$ cat src/rtl/vprt_pkg.sv
// Shared types and constants for the video port and raster timing unit.
package vprt_pkg;

	localparam int VRAM_ADDR_BITS = 14;

	localparam logic [1:0] REQ_READ    = 2'd0;
	localparam logic [1:0] REQ_WRITE   = 2'd1;
	localparam logic [1:0] REQ_ADVANCE = 2'd2;
	localparam logic [1:0] REQ_UNUSED  = 2'd3;

	localparam logic [7:0] PORT_DATA = 8'hBE;
	localparam logic [7:0] PORT_CTRL = 8'hBF;
	localparam logic [7:0] PORT_VCNT = 8'h7E;
	localparam logic [7:0] PORT_HCNT = 8'h7F;

	localparam logic [1:0] CODE_PREFETCH = 2'd0;
	localparam logic [1:0] CODE_VRAM     = 2'd1;
	localparam logic [1:0] CODE_REG      = 2'd2;
	localparam logic [1:0] CODE_CRAM     = 2'd3;

	// mode register indexes
	localparam logic [3:0] REG_MODE0       = 4'd0;
	localparam logic [3:0] REG_MODE1       = 4'd1;
	localparam logic [3:0] REG_SCROLL      = 4'd9;
	localparam logic [3:0] REG_LINE_RELOAD = 4'd10;

	localparam logic [10:0] H_LAST      = 11'd684;
	localparam logic [10:0] H_TOTAL     = 11'd685;
	// one advance can carry the count past two line lengths
	localparam logic [10:0] H_TOTAL_X2  = H_TOTAL + H_TOTAL;
	localparam logic [8:0]  V_JUMP_FROM = 9'd218;
	localparam logic [7:0]  V_JUMP_TO   = 8'd212;
	localparam logic [8:0]  V_LAST      = 9'd261;
	localparam logic [8:0]  V_ACTIVE    = 9'd192;

	typedef struct packed {
		logic [1:0]  req_type;
		logic [7:0]  port;
		logic [7:0]  write_data;
		logic [10:0] cycles;
	} req_t;

	typedef struct packed {
		logic [7:0] read_data;
		logic       interrupt;
		logic       line_ready;
		logic [7:0] line_number;
		logic [7:0] scroll_latch;
	} res_t;

	typedef struct packed {
		logic                      rd;
		logic                      wr;
		logic [VRAM_ADDR_BITS-1:0] addr;
		logic [7:0]                wdata;
	} vram_req_t;

	// Events of one time advance, valid in the cycle the item is taken.
	typedef struct packed {
		logic       line_ready;
		logic [7:0] line_number;
		logic       line_flag_set;
		logic       frame_set;
		logic [7:0] scroll_next;
	} rast_evt_t;

	typedef struct packed {
		logic [7:0] vcount;
		logic [7:0] hcount_lo;
	} rast_cnt_t;

endpackage

$ cat src/rtl/vprt_raster.sv
// Raster timing: horizontal counter, scanline, line countdown and scroll latch.
module vprt_raster (
	input  logic                clk,
	input  logic                arst_n,
	input  logic                advance,
	input  logic [10:0]         cycles,
	input  logic                disp_en,
	input  logic [7:0]          scroll_reg,
	input  logic [7:0]          count_reg,
	output vprt_pkg::rast_evt_t evt,
	output vprt_pkg::rast_cnt_t cnt
);
	import vprt_pkg::*;

	logic [9:0]  hc_q;
	logic [8:0]  tl_q;
	logic [7:0]  rep_q;
	logic [7:0]  cd_q;
	logic [7:0]  scroll_q;

	logic [10:0] sum;
	logic        wrap;
	logic        line_end;
	logic [9:0]  hc_n;
	logic [8:0]  tl_n;
	logic [7:0]  rep_n;
	logic [7:0]  cd_n;
	logic [7:0]  rep_base;

	always_comb begin
		sum      = {1'b0, hc_q} + {1'b0, cycles[10:1]};
		wrap     = sum > H_LAST;
		line_end = advance && wrap;
		// count modulo line length; sum stays below three line lengths
		hc_n     = (sum >= H_TOTAL_X2) ? 10'(sum - H_TOTAL_X2) :
			(wrap ? 10'(sum - H_TOTAL) : sum[9:0]);

		evt.line_ready    = 1'b0;
		evt.line_number   = '0;
		evt.line_flag_set = 1'b0;
		evt.frame_set     = 1'b0;
		evt.scroll_next   = scroll_q;
		tl_n     = tl_q;
		rep_n    = rep_q;
		cd_n     = cd_q;
		rep_base = (tl_q == V_JUMP_FROM) ? V_JUMP_TO : rep_q;

		if (line_end) begin
			if (tl_q < V_ACTIVE) begin
				evt.line_ready  = disp_en;
				evt.line_number = disp_en ? tl_q[7:0] : 8'd0;
			end else begin
				evt.scroll_next = scroll_reg;
			end
			if (tl_q <= V_ACTIVE) begin
				if (cd_q == 8'd0) begin
					cd_n              = count_reg;
					evt.line_flag_set = 1'b1;
				end else begin
					cd_n = cd_q - 1'b1;
				end
			end else begin
				cd_n = count_reg;
			end
			evt.frame_set = (tl_q == V_ACTIVE);
			if (tl_q == V_LAST) begin
				rep_n = '0;
				tl_n  = '0;
			end else begin
				rep_n = rep_base + 1'b1;
				tl_n  = tl_q + 1'b1;
			end
		end
	end

	assign cnt.vcount    = rep_q;
	assign cnt.hcount_lo = hc_q[7:0];

	always_ff @(posedge clk or negedge arst_n) begin
		if (!arst_n) begin
			hc_q     <= '0;
			tl_q     <= '0;
			rep_q    <= '0;
			cd_q     <= '0;
			scroll_q <= '0;
		end else if (advance) begin
			hc_q     <= hc_n;
			tl_q     <= tl_n;
			rep_q    <= rep_n;
			cd_q     <= cd_n;
			scroll_q <= evt.scroll_next;
		end
	end

`ifndef SYNTHESIS
	a_hc_range: assert property (@(posedge clk) disable iff (!arst_n)
		{1'b0, hc_q} < H_TOTAL)
		else $error("horizontal count out of range");
	a_line_range: assert property (@(posedge clk) disable iff (!arst_n)
		tl_q <= V_LAST)
		else $error("scanline out of range");
	a_line_wrap: assert property (@(posedge clk) disable iff (!arst_n)
		line_end && tl_q == V_LAST |=> tl_q == 9'd0 && rep_q == 8'd0)
		else $error("frame wrap missed");
	a_ready_visible: assert property (@(posedge clk) disable iff (!arst_n)
		evt.line_ready |-> line_end && tl_q < V_ACTIVE)
		else $error("line ready outside visible area");
`endif

endmodule

$ cat config.mk
export PLATFORM = sky130hd
export DESIGN_NAME = vprt_raster
export DESIGN_NICKNAME = d
export VERILOG_FILES = /design/src/rtl/vprt_pkg.sv /design/src/rtl/vprt_raster.sv
export SDC_FILE = /design/constraint.sdc
export NUM_CORES = 1
export LEC_CHECK = 0
export BUFFER_PORTS_ARGS = -buffer_cell sky130_fd_sc_hd__buf_2
export CORE_UTILIZATION = 51
export CTS_CLUSTER_SIZE = 24
export DETAILED_ROUTE_END_ITERATION = 10
export PLACE_DENSITY = 0.85
export SETUP_SLACK_MARGIN = 0.4
export SYNTH_ARGS = -nofsm -noshare
export SYNTH_HDL_FRONTEND = slang
export SYNTH_SLANG_ARGS = --single-unit
$ cat constraint.sdc
create_clock -name clk -period 7.05 [get_ports clk]
set_input_delay 0.3525 -clock clk [delete_from_list [all_inputs] [get_ports clk]]
set_output_delay 0.3525 -clock clk [all_outputs]
set_load 0.005 [all_outputs]
==> reports/metrics.csv, run 1 <==
stage,metric,value,unit
synthesis,Synth Area in Simple Gates,21.3,%
setup_path,CP Class,flop to primary output,
placed_design,port bufs,64,
timing,fin crit period,4.62,ns
clock_tree,Inserted Clock Buffers,5,
timing,clk_skew,0.0101,ns
timing,# setup viols final,0,
synthesis,Syn Inst Count,404,
synthesis,sequential share of the synthesized area,30.3,%
floorplan,num rows,30,
global_routing,first-pass GRT wire length,14100,microns
synthesis,"flops & latches, synth",43,
setup_path,Worst Path Arrival,4.27,ns
layout,number of inserted diodes,0,
synthesis,Syn Area/Cell,8.79,sq um
power,PwrDens,545,mW/mm^2
power,Leak Pwr,1.83,nW
drt,initial drt markers,157,
clock_tree,Clock Tree Buf Depth,2,
clock_tree,clk slew on worst S/H paths,0.09,ns
run,Max-cap violations,0,
clock_tree,H-tree levels,2,
global_routing,initial antenna violation count,0,
layout,fin cells,534,
floorplan,initial core utilization,52.5,%
drt,final WL,8180,microns
timing,Final Max Tran Viols,0,
synthesis,Compound-Gate Fraction of Synth Area,25.6,%
synthesis,"EDFF count, synth",0,
floorplan,die area,0.00730,sq mm
timing,setup_tns,0,ns
timing,Final Cycle Share,65.6,%
placed_design,Placer Congestion,0.909,
drt,DR WL/cell,15.3,microns
global_routing,GR Overflow Total,0,
global_routing,largest net degree at the start of global routing,44,
timing,final hold violation count,0,
min_path,worst hold path type,primary input to asynchronous set/reset pin,
placed_design,dpl cells,526,
drt,1st-pass router iterations,5,
layout,share of layout cells above drive strength 1,22.0,%
setup_path,Setup crit end kind,primary output,
timing,unrepaired setup endpoints after global routing,false,
synthesis,post-synthesis adder-cell area fraction,8.32,%
setup_path,WP data required,6.70,ns
placed_design,Post-DP HPWL,6150,microns
floorplan,Die Wd,85.4,microns
timing,fmax,0.216,GHz
clock_tree,CTS Hold Buffers Added,0,
timing,Max-slew headroom,30.4,%
clock_tree,root buffer cell,clkbuf_8,
layout,Area Overhead vs Synth,12.0,%
power,Worst VDD drop,0.254,mV
global_routing,Total GRT Usage,23.6,%
drt,Via density,6.18,
outcome,status,completed,
synthesis,post-synthesis mux area share,6.27,%
synthesis,xor and xnor area share after synthesis,2.68,%
global_routing,vias in the first global route,3122,
setup_path,Worst R2R Path Depth,10,
clock_tree,post-CTS setup buffers,0,
layout,layout net count,507,
drt,antenna-violating nets left,0,
drt,residual DRC count,0,
drt,DR vias,3298,
floorplan,I/O pin total,66,
synthesis,top_reg_cell synth,dfrtp_1,
setup_path,CP max FO,29,
clock_tree,cts repair resizes,0,
floorplan,CORE AREA,0.00676,sq mm
synthesis,main combinational cell family by area after synthesis,compound AO/OA/AOI/OAI gates,
clock_tree,Worst-Skew Late Latency,0.30,ns
floorplan,die height,85.4,microns
setup_path,CP startpoint kind,flop,
synthesis,ys async rst share,100,%
timing,Slew @ Worst Pin,1.04,ns
synthesis,Post-Syn Area,0.00355,sq mm
synthesis,Mapped Nets,458,
clock_tree,CTS sink count,43,
clock_tree,TritonCTS clock tree,done,
synthesis,Ys Warns,0,
synthesis,Netlist cell types,76,
synth_stat cells (5+ instances only):
library cell / number / share of area, %
inv_1: 17 / 1.8
nand2b_1: 5 / 0.88
a21oi_1: 27 / 3.8
mux2_2: 12 / 3.8
and2_1: 12 / 2.1
o21ai_0: 20 / 2.8
nand3_1: 17 / 2.4
ha_1: 22 / 7.8
and3_1: 6 / 1.1
nor2_1: 29 / 3.1
buf_2: 6 / 0.85
o211ai_1: 6 / 1.3
a22oi_1: 5 / 1.1
buf_4: 9 / 1.9
mux2_1: 6 / 1.9
a31oi_1: 7 / 1.2
nor3_1: 5 / 0.70
xnor2_1: 5 / 1.2
nand2_1: 32 / 3.4
or3_1: 5 / 0.88
dfrtp_1: 43 / 30
nand4_1: 8 / 1.4
clkbuf_1: 6 / 0.63
area by class of cell:
class                           count  area, sq um
Clock buffer                        6         72.6
Clock inverter                      2         60.1
Fill cell                         609         2780
Inverter                           17         63.8
Multi-Input combinational cell    321         2270
Sequential cell                    43         1080
Tap cell                           80          100
Timing Repair Buffer               65          328
kinds of logic (layout without fill, tap and decap cells):
family,Yosys count,in the layout
compound gates,126,126
xor+xnor,10,10
fa+ha+maj,23,23
buf+inv,40,90
flops,43,43
mux,20,20
simple gates,142,142
critical path, stage by stage, from the launching register on:
cell	delay (ns)
dfrtp_1	0.40
ha_1	0.23
fa_1	0.42
a211oi_2	0.33
o21ai_0	0.29
a32o_1	0.31
a211o_1	0.34
a31oi_2	0.28
nand2b_1	0.85
nor3_2	0.18
and2_1	0.22
buf_2	0.12
registers in the layout, summed over array words and instances, names as in the netlist:
name	cells
cd_q	8
tl_q	9
hc_q	10
scroll_q	8
rep_q	8
through the flow:
stage / util (%) / hold slack [ns] / worst slack, ns / total power, mW / area (sq um)
6_report: 58.8 / 0.211 / 2.43 / 2.17 / 3980
3_5_place_dp: 56.9 / 0.493 / 2.66 / 1.92 / 3840
5_1_grt: 58.8 / 0.294 / 2.02 / 2.38 / 3980
2_1_floorplan: - / 0.0569 / 3.64 / 1.63 / 3550
3_3_place_gp: 56.9 / 0.481 / 2.75 / 1.87 / 3840
4_1_cts: 58.8 / 0.257 / 2.42 / 2.16 / 3980
cell usage in the layout (no fill, tap or decap), drive strengths merged, types with 4 or more instances in the layout:
| master | instances |
|---|---|
| and3 | 6 |
| nand3 | 18 |
| nor3 | 6 |
| a21oi | 27 |
| o21a | 4 |
| dfrtp | 43 |
| or3 | 5 |
| or4 | 4 |
| nand2b | 5 |
| mux2 | 18 |
| ha | 22 |
| xnor2 | 6 |
| a211oi | 6 |
| nor4 | 4 |
| o21ai | 23 |
| inv | 17 |
| a22oi | 5 |
| a31oi | 8 |
| clkbuf | 6 |
| o31ai | 6 |
| o211ai | 6 |
| nand4 | 8 |
| nand2 | 33 |
| buf | 65 |
| and2 | 12 |
| xor2 | 4 |
| nor2 | 30 |
path summary, 6_finish.rpt:
kind / endpoint / startpoint / slack (ns)
max: evt[12] / hc_q[0] / 2.43
min: rep_q[7] / arst_n / 0.21
max reg2reg: cd_q[0] / hc_q[0] / 3.08
min reg2reg: scroll_q[7] / scroll_q[7] / 0.51
max in group asynchronous: hc_q[9] / arst_n / 6.23
min in group clk: scroll_q[2] / scroll_reg[2] / 0.29
per-layer routing:
layer / up-vias / global-route usage (%) / wire (microns) / part of all wire (%)
li1: 1626 / - / - / -
met1: 1571 / 31.3 / 3810 / 47
met2: 95 / 40.0 / 3940 / 48
met3: 6 / 3.99 / 366 / 4.5
met4: 0 / 6.21 / 65 / 0.79
met5: - / 0 / 0 / 0
where the power goes:
group	total [mW]	leakage (nW)	internal (mW)	switching, mW
sequential	0.458	0.532	0.357	0.101
combinational	1.48	1.23	0.599	0.880
clock	0.230	0.0654	0.142	0.0879
(Power assumes the default switching activity.)
==> run 2, diff against run 1 <==
Clock period 7.05 ns to 4.5 ns, I/O delays scaled along.
==> reports/metrics.csv, run 2 (same netlist as run 1, synthesis figures left out) <==
stage,metric,value,unit,change
outcome,status,completed,,
clock_tree,clk slew on worst S/H paths,0.09,ns,about the same
layout,most frequent cells in the layout,"buf_2 (64), dfrtp_1 (43), nand2_1 (32)",,
setup_path,CP max FO,16,,-45%
timing,fin crit period,3.88,ns,
layout,layout net count,510,,+0.59%
floorplan,num rows,30,,unchanged
clock_tree,Clock Tree Buf Depth,2,,unchanged
layout,number of inserted diodes,0,,unchanged
drt,antenna-violating nets left,0,,unchanged
timing,Final Cycle Share,86.3,%,
drt,residual DRC count,0,,unchanged
setup_path,CP max stage delay,0.47,ns,-0.38 ns
setup_path,Setup crit end kind,primary output,,
layout,biggest regs,"hc_q: 10 flops, tl_q: 9 flops",,
timing,fmax,0.257,GHz,
power,Worst VDD drop,0.340,mV,+34%
drt,Via density,6.19,,+0.16%
global_routing,largest net degree at the start of global routing,44,,unchanged
placed_design,Post-DP HPWL,6020,microns,-2.2%
setup_path,"CP delay by family, top",compound AO/OA/AOI/OAI gates,,
clock_tree,CTS Hold Buffers Added,0,,unchanged
setup_path,CP Class,flop to primary output,,
clock_tree,Inserted Clock Buffers,5,,unchanged
drt,DR WL/cell,15.2,microns,-0.75%
power,PwrDens,851,mW/mm^2,+56%
run,Max-cap violations,0,,unchanged
timing,Max-slew headroom,35.0,%,+4.6 points
clock_tree,TritonCTS clock tree,done,,
floorplan,CORE AREA,0.00676,sq mm,unchanged
min_path,worst hold path type,primary input to asynchronous set/reset pin,,
timing,setup_tns,0,ns,unchanged
setup_path,WP data required,4.28,ns,-2.42 ns
timing,final hold violation count,0,,unchanged
drt,initial drt markers,264,,+68%
clock_tree,CTS sink count,43,,unchanged
global_routing,first-pass GRT wire length,13500,microns,-4.5%
layout,max FFs per register,10,,unchanged
drt,DR vias,3322,,+0.73%
layout,"commonest non-fill, non-tap cell in the layout",buf_2,,
global_routing,initial antenna violation count,0,,unchanged
layout,share of layout cells above drive strength 1,23.0,%,+0.95 points
layout,Largest Register,hc_q,,
power,total design power,3.41,mW,+57%
timing,unrepaired setup endpoints after global routing,false,,
clock_tree,H-tree levels,2,,unchanged
placed_design,Placer Congestion,0.928,,+2.1%
floorplan,die area,0.00730,sq mm,unchanged
clock_tree,root buffer cell,clkbuf_8,,
timing,clk_skew,0.00814,ns,-0.00191 ns
timing,# setup viols final,0,,unchanged
floorplan,die height,85.4,microns,unchanged
setup_path,CP cell instances,ha_1 -> fa_1 -> a211oi_4 -> o21ai_1 -> a32o_1 -> a211o_1 -> a31oi_2 -> nor2_2 -> nand2_4 -> mux2_2 -> buf_2,,
timing,Hold WS,0.0754,ns,-0.136 ns
drt,final WL,8170,microns,-0.20%
floorplan,Die Wd,85.4,microns,unchanged
global_routing,Total GRT Usage,22.9,%,-0.76 points
global_routing,GR Overflow Total,0,,unchanged
timing,Final Max Tran Viols,0,,unchanged
clock_tree,Worst-Skew Late Latency,0.30,ns,about the same
layout,Area Overhead vs Synth,12.8,%,
setup_path,Worst Path Arrival,3.66,ns,-0.61 ns
timing,Slew @ Worst Pin,0.975,ns,-0.0686 ns
drt,1st-pass router iterations,5,,unchanged
setup_path,Worst Path Buf+Inv,1,,unchanged
setup_path,CP max-delay cell,fa_1,,
floorplan,initial core utilization,52.5,%,unchanged
power,Leak Pwr,1.85,nW,+1.2%
placed_design,port bufs,64,,unchanged
floorplan,I/O pin total,66,,unchanged
global_routing,vias in the first global route,2966,,-5.0%
setup_path,CP startpoint kind,flop,,
==> run 2: through the flow <==
| step | std cells | util (%) | setup WS (ns) | cell area [sq um] |
|---|---|---|---|---|
| 3_5_place_dp | 528 | 57.1 | 0.805 | 3860 |
| 5_1_grt | 537 | 59.3 | 0.362 | 4000 |
| 2_1_floorplan | 404 | - | 1.14 | 3550 |
| 6_report | 537 | 59.3 | 0.615 | 4000 |
| 4_1_cts | 536 | 58.8 | 0.462 | 3970 |
| 3_3_place_gp | 528 | 57.1 | 0.866 | 3860 |
==> run 2: worst paths after layout <==
check                         startpoint           to  slack [ns]  depth (start not counted)
setup reg to reg                 hc_q[0]      hc_q[4]        0.85                         12
min in group clk           scroll_reg[1]  scroll_q[1]        0.17                          2
setup / recovery                 hc_q[0]       evt[5]        0.62                         11
hold / removal                    arst_n      hc_q[3]        0.08                          1
hold reg to reg              scroll_q[4]  scroll_q[4]        0.51                          1
max in group asynchronous         arst_n      cd_q[0]        3.81                          1
==> run 2: what timing repair did <==
| item | 4_1_cts | 5_1_grt |
|---|---|---|
| setup buffers | 0 | 1 |
| endpoints found under the hold margin | 0 | 0 |
| gates resized for setup | 0 | 6 |
| endpoints found under the setup margin | 0 | 15 |
==> run 2: area by class of cell <==
class / count / area, sq um
Sequential cell: 43 / 1080
Clock buffer: 5 / 68.8
Inverter: 17 / 63.8
Timing Repair Buffer: 68 / 350
Multi-Input combinational cell: 321 / 2300
Fill cell: 590 / 2750
Clock inverter: 3 / 43.8
Tap cell: 80 / 100
==> run 2: where the power goes <==
group / leakage [nW] / switching [mW] / internal (mW)
registers: 0.532 / 0.158 / 0.559
clock network: 0.0581 / 0.145 / 0.166
logic: 1.26 / 1.40 / 0.981
==> run 2: per-layer routing <==
metal	share of wire, %	track usage [%]
met2	49	38.8
met5	0	0
met4	0.86	4.70
met3	4.4	3.79
met1	46	30.8
==> run 3, diff against run 2 <==
Settings changed: CORE_MARGIN set to 3, PLACE_DENSITY 0.85 to 0.88.
Clock period 4.5 ns to 3.4 ns, I/O delays scaled along.
==> reports/metrics.csv, run 3 (same netlist as run 1, synthesis figures left out) <==
stage,metric,value,unit,change
power,Flop pwr share,15.0,%,-6.0 points
floorplan,num rows,29,,-3.3%
power,PwrDens,1340,mW/mm^2,+57%
setup_path,Setup crit end kind,primary output,,
layout,"commonest non-fill, non-tap cell in the layout",buf_2,,
setup_path,"CP delay by family, top",compound AO/OA/AOI/OAI gates,,
power,Leak Pwr,2.27,nW,+22%
layout,most frequent cells in the layout,"buf_2 (56), dfrtp_1 (43), nand2_1 (32)",,
clock_tree,Worst-Skew Late Latency,0.30,ns,about the same
floorplan,die area,0.00800,sq mm,+9.6%
outcome,failing checks,setup timing,,
clock_tree,TritonCTS clock tree,done,,
layout,fin cells,582,,+8.4%
floorplan,die height,89.4,microns,+4.7%
global_routing,vias in the first global route,3387,,+14%
power,switching power total,3.12,mW,+84%
floorplan,I/O pin total,66,,unchanged
outcome,status,"finished, violations left",,
setup_path,worst reg2reg endpoint,hc_q[3],,
timing,Max-slew headroom,32.5,%,-2.6 points
setup_path,CP max stage delay,0.43,ns,-0.04 ns
power,Comb pwr share,77.6,%,+7.7 points
timing,clk_skew,0.0143,ns,+0.00618 ns
power,clock group share of total power,7.4,%,-1.7 points
floorplan,Die Wd,89.4,microns,+4.7%
layout,share of layout cells above drive strength 1,40.6,%,+18 points
drt,residual DRC count,0,,unchanged
placed_design,Post-DP HPWL,6520,microns,+8.2%
setup_path,CP cell instances,ha_4 -> fa_2 -> a211oi_4 -> buf_4 -> o211ai_1 -> o211a_1 -> a211o_1 -> a31oi_4 -> nor2_4 -> buf_4 -> and3_1 -> buf_2,,
drt,met2 WL,5650,microns,+42%
placed_design,Placer Congestion,0.992,,+6.9%
timing,Final Max Tran Viols,0,,unchanged
timing,# setup viols final,24,,+24
timing,Slew @ Worst Pin,1.01,ns,+0.0384 ns
setup_path,CP max-delay cell,dfrtp_1,,
setup_path,RR Startpoint,hc_q[0],,
global_routing,Total GRT Usage,25.1,%,+2.3 points
setup_path,WP data required,3.23,ns,-1.05 ns
global_routing,initial antenna violation count,0,,unchanged
placed_design,dpl cells,533,,+0.95%
clock_tree,H-tree levels,2,,unchanged
drt,initial drt markers,509,,+93%
placed_design,port bufs,64,,unchanged
timing,setup_tns,-1.99,ns,-1.99 ns
clock_tree,CTS sink count,43,,unchanged
run,Max-cap violations,0,,unchanged
timing,post-route setup slack,-0.144,ns,-0.760 ns
power,Pint,3.49,mW,+100%
layout,biggest regs,"hc_q: 10 flops, tl_q: 9 flops",,
clock_tree,root buffer cell,clkbuf_8,,
layout,Area Overhead vs Synth,39.3,%,
timing,unrepaired setup endpoints after global routing,true,,
drt,final WL,12000,microns,+47%
setup_path,Worst Path Arrival,3.37,ns,-0.29 ns
power,total design power,6.61,mW,+94%
drt,Top Layer Used,met4,,
setup_path,Worst R2R Path Depth,14,,+2
placed_design,DP Worst Slack,0.0567,ns,-0.748 ns
drt,met3 WL,1140,microns,+220%
drt,Via density,6.91,,+12%
layout,max FFs per register,10,,unchanged
power,Worst VDD drop,0.610,mV,+79%
layout,number of inserted diodes,0,,unchanged
timing,fmax,0.282,GHz,
global_routing,GR Overflow Total,0,,unchanged
drt,1st-pass router iterations,5,,unchanged
min_path,worst hold path type,primary input to asynchronous set/reset pin,,
timing,fin crit period,3.54,ns,
drt,DR vias,4023,,+21%
global_routing,first-pass GRT wire length,16000,microns,+19%
setup_path,Worst Path Buf+Inv,3,,+2
timing,Final Cycle Share,104,%,
clock_tree,clk slew on worst S/H paths,0.09,ns,about the same
drt,antenna-violating nets left,0,,unchanged
timing,final hold violation count,0,,unchanged
power,Sw Ratio,47.2,%,-2.7 points
setup_path,CP Class,flop to primary output,,
setup_path,CP max FO,23,,+7
setup_path,"reg-to-reg slack, setup",-0.04,ns,-0.89 ns
global_routing,largest net degree at the start of global routing,44,,unchanged
drt,Metal-1 WL,4670,microns,+25%
setup_path,most frequent CP cell,buf_4,,
clock_tree,Clock Tree Buf Depth,2,,unchanged
layout,layout net count,558,,+9.4%
layout,Largest Register,hc_q,,
setup_path,CP startpoint kind,flop,,
floorplan,CORE AREA,0.00653,sq mm,-3.3%
floorplan,initial core utilization,54.3,%,+1.8 points
drt,DR WL/cell,20.6,microns,+35%
clock_tree,Inserted Clock Buffers,5,,unchanged
## run 3: changes by cell type in the layout (fill, tap and decap cells not counted), sizes merged
cell,before,now
clkinv,2,0
buf,68,114
nand2,33,34
clkbuf,5,6
clkinvlp,0,1
bufinv,1,2
## run 3: final cells by class
class | instances | area (sq um)
flip-flops and latches | 43 | 1080
well taps | 77 | 96.3
fillers | 393 | 1590
clock inverters | 3 | 67.6
clock buffers | 5 | 68.8
inverters | 17 | 66.3
multi-input cells | 322 | 2680
repair buffers | 115 | 888
## run 3: repair_timing
item,in CTS,in global routing
setup buffers,23,15
hold endpoints to repair,0,0
gates cloned,2,1
setup endpoints to repair,62,62
gates resized for setup,42,50
hold buffers,0,0
pin swaps,20,30
## run 3: metrics by stage
stage | area [sq um] | utilization, % | hold slack [ns]
6_report | 4950 | 75.7 | 0.0328
5_1_grt | 4950 | 75.7 | 0.109
4_1_cts | 4620 | 70.8 | 0.0611
2_1_floorplan | 3690 | - | -0.126
3_5_place_dp | 4050 | 62.1 | 0.391
3_3_place_gp | 4050 | 62.1 | 0.388
## run 3: worst max path at each step
stage / slack [ns] / startpoint / cells after the start / to
floorplan: 0.31 / hc_q[0] / 11 / hc_q[4]
global placement: 0.11 / hc_q[0] / 12 / hc_q[8]
detailed placement: 0.06 / hc_q[0] / 12 / hc_q[8]
CTS: 0.02 / hc_q[0] / 11 / evt[2]
global route: -0.23 / hc_q[0] / 12 / evt[9]
finish: -0.14 / hc_q[0] / 12 / evt[9]
## run 3: worst reg2reg max path, delay by kind of cell (launching register included)
kind                     cells  cell delay [ns]
buffers and inverters        4             0.74
AO/OA/AOI/OAI                6             1.51
adder cells (fa/ha/maj)      2             0.57
flip-flops                   1             0.43
AND/OR/NAND/NOR              2             0.11
## run 3: power by group through the flow
stage          Combinational [mW]  Clock, mW  Sequential, mW
6_report                     5.13      0.489           0.994
5_1_grt                      5.43      0.510            1.02
4_1_cts                      4.15      0.493           0.960
3_5_place_dp                 3.40          0           0.966
3_3_place_gp                 3.31          0           0.950
2_1_floorplan                2.68          0           0.905
## run 3: per-layer routing
metal	track usage [%]	vias up
li1	-	1724
met1	33.9	1921
met2	41.5	311
met3	4.42	67
met4	7.04	0
met5	0	-
